<file path="config.mk">
export PLATFORM = sky130hd
export DESIGN_NAME = bracket_balance_checker_core_flat
export DESIGN_NICKNAME = d
export VERILOG_FILES = /design/src/hdl/bbc_pkg.sv /design/src/hdl/bbc_in_if.sv /design/src/hdl/bbc_out_if.sv /design/src/hdl/bbc_queue.sv /design/src/hdl/bbc_front.sv /design/src/hdl/bbc_back.sv /design/src/hdl/bracket_balance_checker_core.sv /design/src/flat_wrapper.sv
export SDC_FILE = /design/constraint.sdc
export NUM_CORES = 1
export LEC_CHECK = 0
export BUFFER_PORTS_ARGS = -buffer_cell sky130_fd_sc_hd__buf_4
export CORE_UTILIZATION = 40
export DETAILED_ROUTE_END_ITERATION = 6
export SYNTH_ARGS = -nofsm -noshare
export SYNTH_HDL_FRONTEND = slang
export SYNTH_SLANG_ARGS = --single-unit
export TNS_END_PERCENT = 1
</file>
<file path="constraint.sdc">
create_clock -name clk_i -period 3.6 [get_ports clk_i]
set_input_delay 0.72 -clock clk_i [delete_from_list [all_inputs] [get_ports clk_i]]
set_output_delay 0.72 -clock clk_i [all_outputs]
set_load 0.02 [all_outputs]
</file>
<file path="src/hdl/bbc_pkg.sv">
// Package for the bracket balance checker: operation word, bracket kinds,
// status codes and the character classifier. No dependencies.
package bbc_pkg;

  localparam int unsigned StackDepthDef = 64;
  localparam int unsigned QueueDepth    = 2;

  typedef logic [1:0] kind_t;
  typedef logic [2:0] status_t;

  localparam kind_t KIND_ROUND  = 2'd0;
  localparam kind_t KIND_CURLY  = 2'd1;
  localparam kind_t KIND_SQUARE = 2'd2;

  localparam status_t ST_OK       = 3'd0;
  localparam status_t ST_MISMATCH = 3'd1;
  localparam status_t ST_EMPTY    = 3'd2;
  localparam status_t ST_UNCLOSED = 3'd3;
  localparam status_t ST_OVERFLOW = 3'd4;

  localparam logic [7:0] CH_OPEN_ROUND   = 8'h28;
  localparam logic [7:0] CH_OPEN_CURLY   = 8'h7B;
  localparam logic [7:0] CH_OPEN_SQUARE  = 8'h5B;
  localparam logic [7:0] CH_CLOSE_ROUND  = 8'h29;
  localparam logic [7:0] CH_CLOSE_CURLY  = 8'h7D;
  localparam logic [7:0] CH_CLOSE_SQUARE = 8'h5D;

  typedef enum logic [2:0] {
    OP_NONE = 3'b001,
    OP_PUSH = 3'b010,
    OP_POP  = 3'b100
  } op_e;

  typedef struct packed {
    op_e   op;
    kind_t kind;
    logic  last;
  } op_t;

  function automatic op_t classify(logic [7:0] c, logic last);
    op_t r;
    r.op   = OP_NONE;
    r.kind = KIND_ROUND;
    r.last = last;
    case (c)
      CH_OPEN_ROUND: begin
        r.op = OP_PUSH; r.kind = KIND_ROUND;
      end
      CH_OPEN_CURLY: begin
        r.op = OP_PUSH; r.kind = KIND_CURLY;
      end
      CH_OPEN_SQUARE: begin
        r.op = OP_PUSH; r.kind = KIND_SQUARE;
      end
      CH_CLOSE_ROUND: begin
        r.op = OP_POP; r.kind = KIND_ROUND;
      end
      CH_CLOSE_CURLY: begin
        r.op = OP_POP; r.kind = KIND_CURLY;
      end
      CH_CLOSE_SQUARE: begin
        r.op = OP_POP; r.kind = KIND_SQUARE;
      end
      default: begin
        r.op = OP_NONE;
      end
    endcase
    return r;
  endfunction

endpackage

</file>
<file path="src/hdl/bbc_in_if.sv">
// Input channel of the bracket balance checker: one character word per handshake.
// Depends on nothing.
interface bbc_in_if;
  logic       valid;
  logic       ready;
  logic [7:0] char_code;
  logic       last_char;

  modport source (output valid, output char_code, output last_char, input ready);
  modport sink   (input valid, input char_code, input last_char, output ready);
endinterface

</file>
<file path="src/hdl/bbc_out_if.sv">
// Output channel of the bracket balance checker: one result word per string.
// Depends on nothing.
interface bbc_out_if;
  logic       valid;
  logic       ready;
  logic       balanced;
  logic [2:0] status;

  modport source (output valid, output balanced, output status, input ready);
  modport sink   (input valid, input balanced, input status, output ready);
endinterface

</file>
<file path="src/hdl/bbc_queue.sv">
// Short queue of operation words between the front and back of the checker.
// Depends on bbc_pkg.
module bbc_queue (
  input  logic         clk_i,
  input  logic         rst_ni,
  input  logic         wr_valid_i,
  output logic         wr_ready_o,
  input  bbc_pkg::op_t wr_data_i,
  output logic         rd_valid_o,
  input  logic         rd_ready_i,
  output bbc_pkg::op_t rd_data_o
);
  import bbc_pkg::*;

  localparam int unsigned PW = (QueueDepth > 1) ? $clog2(QueueDepth) : 1;
  localparam int unsigned NW = $clog2(QueueDepth + 1);

  op_t            slot_q [QueueDepth];
  logic [PW-1:0]  wptr_q, rptr_q;
  logic [NW-1:0]  fill_q;
  logic           push, pop;

  assign wr_ready_o = fill_q != NW'(QueueDepth);
  assign rd_valid_o = fill_q != '0;
  assign rd_data_o  = slot_q[rptr_q];
  assign push       = wr_valid_i && wr_ready_o;
  assign pop        = rd_valid_o && rd_ready_i;

  always_ff @(posedge clk_i) begin
    if (push) begin
      slot_q[wptr_q] <= wr_data_i;
    end
  end

  always_ff @(posedge clk_i or negedge rst_ni) begin
    if (!rst_ni) begin
      wptr_q <= '0;
      rptr_q <= '0;
      fill_q <= '0;
    end else begin
      if (push) begin
        wptr_q <= (wptr_q == PW'(QueueDepth - 1)) ? '0 : wptr_q + PW'(1);
      end
      if (pop) begin
        rptr_q <= (rptr_q == PW'(QueueDepth - 1)) ? '0 : rptr_q + PW'(1);
      end
      if (push && !pop) begin
        fill_q <= fill_q + NW'(1);
      end else if (pop && !push) begin
        fill_q <= fill_q - NW'(1);
      end
    end
  end
endmodule

</file>
<file path="src/hdl/bbc_front.sv">
// Front of the checker: accept character words, classify them into push, pop
// or no-op words. Depends on bbc_pkg and bbc_in_if.
module bbc_front (
  bbc_in_if.sink       in_i,
  output logic         op_valid_o,
  input  logic         op_ready_i,
  output bbc_pkg::op_t op_o
);
  import bbc_pkg::*;

  assign in_i.ready = op_ready_i;
  assign op_valid_o = in_i.valid;
  assign op_o       = classify(in_i.char_code, in_i.last_char);
endmodule

</file>
<file path="src/hdl/bbc_back.sv">
// Back of the checker: bracket stack with the top held in a register, the
// rest in memory, error latch and result register. Depends on bbc_pkg, bbc_out_if.
module bbc_back #(
  parameter int unsigned STACK_DEPTH = bbc_pkg::StackDepthDef
) (
  input  logic         clk_i,
  input  logic         rst_ni,
  input  logic         op_valid_i,
  output logic         op_ready_o,
  input  bbc_pkg::op_t op_i,
  bbc_out_if.source    out_o
);
  import bbc_pkg::*;

  localparam int unsigned AW = (STACK_DEPTH > 1) ? $clog2(STACK_DEPTH) : 1;
  localparam int unsigned CW = $clog2(STACK_DEPTH + 1);

  kind_t          mem [STACK_DEPTH];
  logic [CW-1:0]  cnt_q, cnt_d, step_cnt;
  kind_t          top_q, top_d, rd_q, byp_data_q, under;
  logic           byp_q, wr_en, fire;
  status_t        err_q, err_d, step_err, res_status;
  logic [AW-1:0]  waddr, raddr;
  logic           out_valid_q;
  status_t        out_status_q;

  assign op_ready_o = !op_i.last || !out_valid_q || out_o.ready;
  assign fire       = op_valid_i && op_ready_o;
  assign under      = byp_q ? byp_data_q : rd_q;
  assign waddr      = AW'(cnt_q - CW'(1));

  always_comb begin
    step_cnt = cnt_q;
    step_err = err_q;
    top_d    = top_q;
    wr_en    = 1'b0;
    if (fire && (err_q == ST_OK)) begin
      case (op_i.op)
        OP_PUSH: begin
          if (cnt_q == CW'(STACK_DEPTH)) begin
            step_err = ST_OVERFLOW;
          end else begin
            wr_en    = cnt_q != '0;
            top_d    = op_i.kind;
            step_cnt = cnt_q + CW'(1);
          end
        end
        OP_POP: begin
          if (cnt_q == '0) begin
            step_err = ST_EMPTY;
          end else begin
            top_d    = under;
            step_cnt = cnt_q - CW'(1);
            if (top_q != op_i.kind) begin
              step_err = ST_MISMATCH;
            end
          end
        end
        default: begin
        end
      endcase
    end
    res_status = step_err;
    if ((step_err == ST_OK) && (step_cnt != '0)) begin
      res_status = ST_UNCLOSED;
    end
    cnt_d = step_cnt;
    err_d = step_err;
    if (fire && op_i.last) begin
      cnt_d = '0;
      err_d = ST_OK;
    end
  end

  assign raddr = AW'(cnt_d - CW'(2));

  always_ff @(posedge clk_i) begin
    if (wr_en) begin
      mem[waddr] <= top_q;
    end
    rd_q       <= mem[raddr];
    byp_data_q <= top_q;
    top_q      <= top_d;
    if (fire && op_i.last) begin
      out_status_q <= res_status;
    end
  end

  always_ff @(posedge clk_i or negedge rst_ni) begin
    if (!rst_ni) begin
      cnt_q       <= '0;
      err_q       <= ST_OK;
      byp_q       <= 1'b0;
      out_valid_q <= 1'b0;
    end else begin
      cnt_q <= cnt_d;
      err_q <= err_d;
      byp_q <= wr_en;
      if (fire && op_i.last) begin
        out_valid_q <= 1'b1;
      end else if (out_o.ready) begin
        out_valid_q <= 1'b0;
      end
    end
  end

  assign out_o.valid    = out_valid_q;
  assign out_o.status   = out_status_q;
  assign out_o.balanced = out_status_q == ST_OK;
endmodule

</file>
<file path="src/hdl/bracket_balance_checker_core.sv">
// Top level of the bracket balance checker: front, queue and back joined.
// Depends on bbc_pkg, bbc_in_if, bbc_out_if, bbc_front, bbc_queue, bbc_back.
//
// Takes one character word per cycle while not stalled and gives one result
// word per string, on the word marked last: status 0 balanced, 1 kind
// mismatch, 2 close on an empty stack, 3 open bracket left, 4 stack overflow
// (more than STACK_DEPTH opens pending). The stack's top entry sits in a
// register and the entries below it in a memory with one write and one
// registered read port, so pushes and pops, consecutive pops too, need no
// stall. A result passes through the queue and the back's result register
// after its last character is taken. The front stalls only when a result is
// still waiting in the output register and the next string's last character
// reaches the back, once the two-word queue has filled.
module bracket_balance_checker_core #(
  parameter int unsigned STACK_DEPTH = bbc_pkg::StackDepthDef
) (
  input  logic      clk_i,
  input  logic      rst_ni,
  bbc_in_if.sink    in_i,
  bbc_out_if.source out_o
);
  import bbc_pkg::*;

  logic f_valid, f_ready, b_valid, b_ready;
  op_t  f_op, b_op;

  bbc_front u_front (
    .in_i       (in_i),
    .op_valid_o (f_valid),
    .op_ready_i (f_ready),
    .op_o       (f_op)
  );

  bbc_queue u_queue (
    .clk_i      (clk_i),
    .rst_ni     (rst_ni),
    .wr_valid_i (f_valid),
    .wr_ready_o (f_ready),
    .wr_data_i  (f_op),
    .rd_valid_o (b_valid),
    .rd_ready_i (b_ready),
    .rd_data_o  (b_op)
  );

  bbc_back #(
    .STACK_DEPTH (STACK_DEPTH)
  ) u_back (
    .clk_i      (clk_i),
    .rst_ni     (rst_ni),
    .op_valid_i (b_valid),
    .op_ready_o (b_ready),
    .op_i       (b_op),
    .out_o      (out_o)
  );
endmodule
</file>
<file path="src/flat_wrapper.sv">
// flat-port wrapper written by rule: the top's interface ports become plain ports
module bracket_balance_checker_core_flat import bbc_pkg::*;
#(
  parameter int unsigned STACK_DEPTH = bbc_pkg::StackDepthDef
)
  (clk_i, rst_ni, in_i_valid, in_i_char_code, in_i_last_char, in_i_ready, out_o_valid, out_o_balanced, out_o_status, out_o_ready);
  bbc_in_if in_i_i ();
  bbc_out_if out_o_i ();
  input  logic clk_i;
  input  logic rst_ni;
  input wire logic [$bits(in_i_i.valid)-1:0] in_i_valid;
  input wire logic [$bits(in_i_i.char_code)-1:0] in_i_char_code;
  input wire logic [$bits(in_i_i.last_char)-1:0] in_i_last_char;
  output wire logic [$bits(in_i_i.ready)-1:0] in_i_ready;
  output wire logic [$bits(out_o_i.valid)-1:0] out_o_valid;
  output wire logic [$bits(out_o_i.balanced)-1:0] out_o_balanced;
  output wire logic [$bits(out_o_i.status)-1:0] out_o_status;
  input wire logic [$bits(out_o_i.ready)-1:0] out_o_ready;
  assign in_i_i.valid = in_i_valid;
  assign in_i_i.char_code = in_i_char_code;
  assign in_i_i.last_char = in_i_last_char;
  assign in_i_ready = in_i_i.ready;
  assign out_o_valid = out_o_i.valid;
  assign out_o_balanced = out_o_i.balanced;
  assign out_o_status = out_o_i.status;
  assign out_o_i.ready = out_o_ready;
  bracket_balance_checker_core #(.STACK_DEPTH(STACK_DEPTH)) u_core (.clk_i(clk_i), .rst_ni(rst_ni), .in_i(in_i_i), .out_o(out_o_i));
endmodule
</file>
======== After elaboration in Yosys (flattened, before gate mapping) ========
Memories as Yosys holds them, arrays and structs flattened. A register that Yosys moved wholly into a read port is not among the register bits.
Cells that the tools add are included.
operators by class
  muxes and demuxes ....................... 30
  reductions and logical operators ........ 28
  $add $sub $neg .......................... 7
  equality and inequality tests ........... 13
operators with widths
  kind                   number
  $eq A8 B7 Y1 const B   4
  $mux W7                4
  $eq A8 B6 Y1 const B   2
  $mux W3                5
  $pmux W7 S2            1
  $reduce_bool A7 Y1     2
  $pmux W3 S2            2
  $mux W1                11
  $mux W2                5
  $logic_not A3 Y1       3
  $pmux W2 S2            2
  $reduce_bool A2 Y1     4
  $add A7 B1 Y7 const B  1
  $eq A7 B7 Y1 const B   1
  $logic_and A1 B1 Y1    7
  $logic_not A7 Y1       1
  $sub A7 B1 Y7 const B  1
  $ne A2 B2 Y1 const B   3
  $reduce_or A3 Y1       2
  $sub A6 B2 Y6 const B  1
  $logic_not A1 Y1       4
  $reduce_and A4 Y1      1
  $reduce_or A2 Y1       2
  $eq A3 B2 Y1 const B   1
  6 further kinds        8
word-level totals
  register bits after elaboration ......... 23
  logic and storage cells ................. 90
  memories kept ........................... 2
  bits in writable memories ............... 140
memories
  name                   depth  bits a word  rd ports  clocked after Yosys merged registers in  write ports  RTL line         text
  u_core.u_back.mem      64     2            1         1                                        1            bbc_back.sv:18   kind_t mem [STACK_DEPTH];
  u_core.u_queue.slot_q  2      6            1         0                                        1            bbc_queue.sv:18  op_t slot_q [QueueDepth];

======== Depth between registers and ports, before layout ========
An unclocked memory read counts as a cell.
  depth in word-level cells ............... 9
  depth in mapped cells ................... 16
  gate-level depth less buffers ........... 14

======== Modules after synthesis ========
From an unflattened synthesis, not the netlist that was laid out.
second synthesis, totals
  cell total of the unflattened synthesis .. 639
  area total of the unflattened synthesis .. 7842.5 sq um
modules (own cells, without submodules)
  module     cells each  times used  sequential area each (sq um)  area an instance (sq um)
  bbc_back   586         1           4374.2                        7078.0
  bbc_queue  37          1           460.4                         644.4
  bbc_front  16          1           0.0                           120.1

======== Worst setup path before layout ========
Ideal clock, no wire load.
  kind .................................... register to register
  from .................................... reg u_core.u_back.cnt_q[0]
  to ...................................... reg u_core.u_back.rd_q[1] (read register of u_core.u_back.mem)
  required time ........................... 3470 ps
  path buffers ............................ 3
  setup slack ............................. -436 ps
  arrival time ............................ 3905 ps
  setup time .............................. 130 ps
  cell stages (with the launch flop) ...... 16
  cells stage by stage .................... dfrtp_1 > clkbuf_1 > clkinv_1 > ha_1 > or4b_4 > or3_4 > nand2_2 > o21ai_2 > a31oi_4 > buf_2 > ha_1 > xnor2_2 > buf_6 > mux4_2 > a2111oi_2 > a211oi_1
on the way
  word-level cells in the longest chain between the ends .. 6
  elaborated cells on any way between the ends .. 10
ends and longest elaborated chain
  what                                   RTL line                        text
  from (decl)                            bbc_back.sv:19                  logic [CW-1:0] cnt_q, cnt_d, step_cnt;
  from (signal assigned)                 bbc_back.sv:96                  cnt_q <= cnt_d;
  $sub A7 B1 Y7 (tied with other cells)  bbc_back.sv:53                  step_cnt = cnt_q - CW'(1);
  $mux W7 (on tied branches)             bbc_back.sv:49, bbc_back.sv:40
  $pmux W7 S2                            bbc_back.sv:38                  case (op_i.op)
  $mux W7 *                              bbc_back.sv:37                  if (fire && (err_q == ST_OK)) begin
  $mux W7 *                              bbc_back.sv:69                  if (fire && op_i.last) begin
  $sub A6 B2 Y6 *                        bbc_back.sv:75                  assign raddr = AW'(cnt_d - CW'(2));
  to (decl)                              bbc_back.sv:20                  kind_t top_q, top_d, rd_q, byp_data_q, under;
Every way passes the cells marked *; elsewhere a longest branch is shown, timed or not.
A chain may end at the register's enable or synchronous reset.

======== Worst setup path in the final report ========
  from .................................... reg u_core.u_back.cnt_q[0]
  to ...................................... reg u_core.u_back.rd_q[0] (read register of u_core.u_back.mem)
Same word-level chain as after synthesis.

==> impl_metrics.ini <==
[setup_path]
critPathArrivalTime_ps = 3710
cp-end-kind = flip-flop
r2r_end = u_core.u_back.rd_q[0]
r2r_slack_ps = 190
ff2ff_path_depth = 15
worstPathRequired_ps = 3910
r2r_start = u_core.u_back.cnt_q[0]
cp_max_fo = 8
cp-start-kind = flip-flop
path_class = reg2reg

[global_routing]
grt_max_degree = 66
grt_pass1_wl_um = 29400
antenna_found_initial = 0
track_usage_pct = 20.2
overflow = 0
grt_pass1_vias = 5126

[placement]
place.detailed.hpwl_um = 12700
port_buffers = 18
placed_cells = 862
gp_congestion = 0.890

[run_status]
status = complete, no violations

[yosys]
synth-edff-count = 145
yosys.area.top_type = edfxtp_1
yosysUniqueCellTypes = 77
ys_seq_area_share_pct = 62.9
syn_nets = 617
synth_area_mm2 = 0.00768
synth_area_per_cell_um2 = 12.8
synthTopCellsByArea = edfxtp_1 (57%), dfrtp_1 (5.2%), nor2_1 (4.9%)
ys.flop_type = edfxtp_1
synth_top_cell_area_share_pct = 56.7
yosysWarnings = 0
async_reset_ff_share_pct = 9.70
synth-seq-cells = 165
syn_inst = 600

[layout]
drive_above_1_share_pct = 19.5
diodes = 0
final-seq-area_mm2 = 0.00483
fillers = 1653
syn_to_final_growth_pct = 16.6
multi_input_area_mm2 = 0.00270
instances_no_fill = 894
nets = 664

[routing]
num_vias = 5161
drt-vias-per-instance = 5.77
drtIter0Drc = 440
route.detailed.drc = 0
detail-route-antenna-nets = 0
wirelength_um = 18600
drt_first_pass_iters = 5
avgRoutedWirePerCell_um = 20.8

[cts]
worstSkewPairLatency_ps = 440
cts_made_buffers = 17
cts_buffer_depth = 2
ctsHoldBuffers = 0
cts_root_buf = clkbuf_16
cts_setup_buffers = 0
cts.clk_slew.worst_paths_ps = 70
clock_sinks = 165
htreeDepth = 4
cts_tree = done

[floorplan]
die_h_um = 141
start_util_pct = 40.9
fp-row-count = 50
die_width_um = 141
ioPinCount = 19
die_area_mm2 = 0.0198
core_mm2 = 0.0188

[pwr]
ir_worst_vdd_v = 0.000337
powerDensity_mw_per_mm2 = 697
p_leak_nw = 3.29

[sta]
hold_violations = 0
fmax_mhz = 294
period_needed_ps = 3410
hold_slack_ps = 147
slew_violations = 0
period_share_pct = 94.6
maxSlewHeadroom_pct = 53.8
worst_pin_slew_ps = 692
finClkSkew_ps = 14.6
setup_viol = 0
setup_tns_ps = 0
rsz0062_at_grt = no

[flow_run]
drv_cap = 0

[worst_hold_path]
hold_class = in2async
what timing repair did:
item | 4_1_cts | 5_1_grt
gates resized for setup | 0 | 3
endpoints found under the hold margin | 0 | 0
endpoints found under the setup margin | 0 | 2
cells in the final DEF (no fill, tap or decap), types with 4 or more instances in the layout:
master       n
o21ai_0      8
a211oi_1     5
mux4_2       7
dfrtp_1     16
o22ai_1     16
o221ai_1     4
and3_1       6
nor2b_1      4
clkinv_8     4
or3_1        7
a21oi_1     16
inv_8        4
inv_1       11
buf_12       4
nor3_1      14
o31ai_1      4
inv_6        5
buf_4       51
clkbuf_16   17
nand2b_1     5
nor4_1       5
a221oi_1     8
dfxtp_1      4
xor2_1      13
mux2i_1     30
xnor2_1      9
nand2_1     51
nand3_1     13
nor2_1     100
edfxtp_1   145
mux2_2       5
through the flow:
step           power [mW]  area (um^2)  worst slack, ps  utilization [%]
2_1_floorplan        3.75         7750             4.69                -
3_3_place_gp         4.43         8340             61.9             44.5
3_5_place_dp         4.46         8340             87.1             44.5
4_1_cts              6.27         8950              118             47.7
5_1_grt              6.53         8960             42.6             47.8
6_report             6.25         8960              195             47.8
cell usage after synthesis, drive strengths merged, types with 7 or more instances:
master  number
a221oi       8
inv         13
mux2i       31
xor2        14
xnor2       11
nand3       13
nand2       53
mux4         7
nor2       101
a21oi       17
buf         22
edfxtp     145
o21ai        9
o22ai       16
dfrtp       16
or3          8
nor3        15
cell families (layout without fill, tap and decap cells):
kind of cell,Yosys count,after routing,share of synthesized area [%]
AOI/OAI and AO/OA,94,94,9.45
xor gates and xnor gates,25,25,3.14
adders and majority gates,4,4,0.651
buffers and inverters,42,102,2.83
DFF,165,165,62.9
muxes,43,43,6.99
and+or+nand+nor,227,227,14.0
cell type report:
type                    instances  share of cell area (%)
multi-input cells             393                    30.1
repair buffers                 55                    5.17
flip-flops and latches        165                    53.9
clock buffers                  17                    4.75
clock inverters                15                    2.02
inverters                      15                   0.768
well taps                     234                    3.27
state kept, by name (all words and copies together), names as in the netlist, 2 cells and up:
| signal | count |
|---|---|
| u_core.u_back.byp_data_q | 2 |
| u_core.u_back.cnt_q | 7 |
| u_core.u_back.err_q | 3 |
| u_core.u_back.mem | 128 |
| u_core.u_back.out_o.status | 3 |
| u_core.u_back.rd_q | 2 |
| u_core.u_back.top_q | 2 |
| u_core.u_queue.fill_q | 2 |
| u_core.u_queue.slot_q | 12 |
where the power goes:
group	internal (mW)	switching, mW	total, mW
sequential	2.25	0.0800	2.33
clock	0.998	0.830	1.83
combinational	0.816	1.27	2.09
total	4.07	2.18	6.25
per-layer routing:
layer	global-route usage [%]	part of all wire, %	wire length [um]
met5	0	0	0
met4	9.50	3.2	602
met3	3.77	6.0	1110
met2	32.4	48	8870
met1	26.6	43	8010
worst max-delay path, stage by stage (launching register included):
cell and delay [ps]:
dfrtp_1 450, clkinv_8 70, ha_4 110, or4b_4 450, or3_4 420, nand3_1 100
a211oi_1 80, a21oi_2 170, nand2b_4 170, ha_4 200, xnor2_4 140, buf_4 200
mux4_2 300, o32a_1 170, a21oi_1 190, nor4b_2 80
worst max-delay path by stage:
| stage | from | endpoint | slack, ps |
|---|---|---|---|
| after global routing | u_core.u_queue.rptr_q | u_core.u_back.rd_q[1] | 40 |
| after CTS | u_core.u_back.cnt_q[0] | u_core.u_back.rd_q[0] | 120 |
| after detailed placement | out_o_ready | u_core.u_back.rd_q[0] | 90 |
| after global placement | out_o_ready | u_core.u_back.rd_q[0] | 60 |
| final | u_core.u_back.cnt_q[0] | u_core.u_back.rd_q[0] | 190 |
| after floorplan | u_core.u_back.cnt_q[0] | u_core.u_back.rd_q[1] | 5 |
No activity file was read; power rests on OpenSTA's default activity.
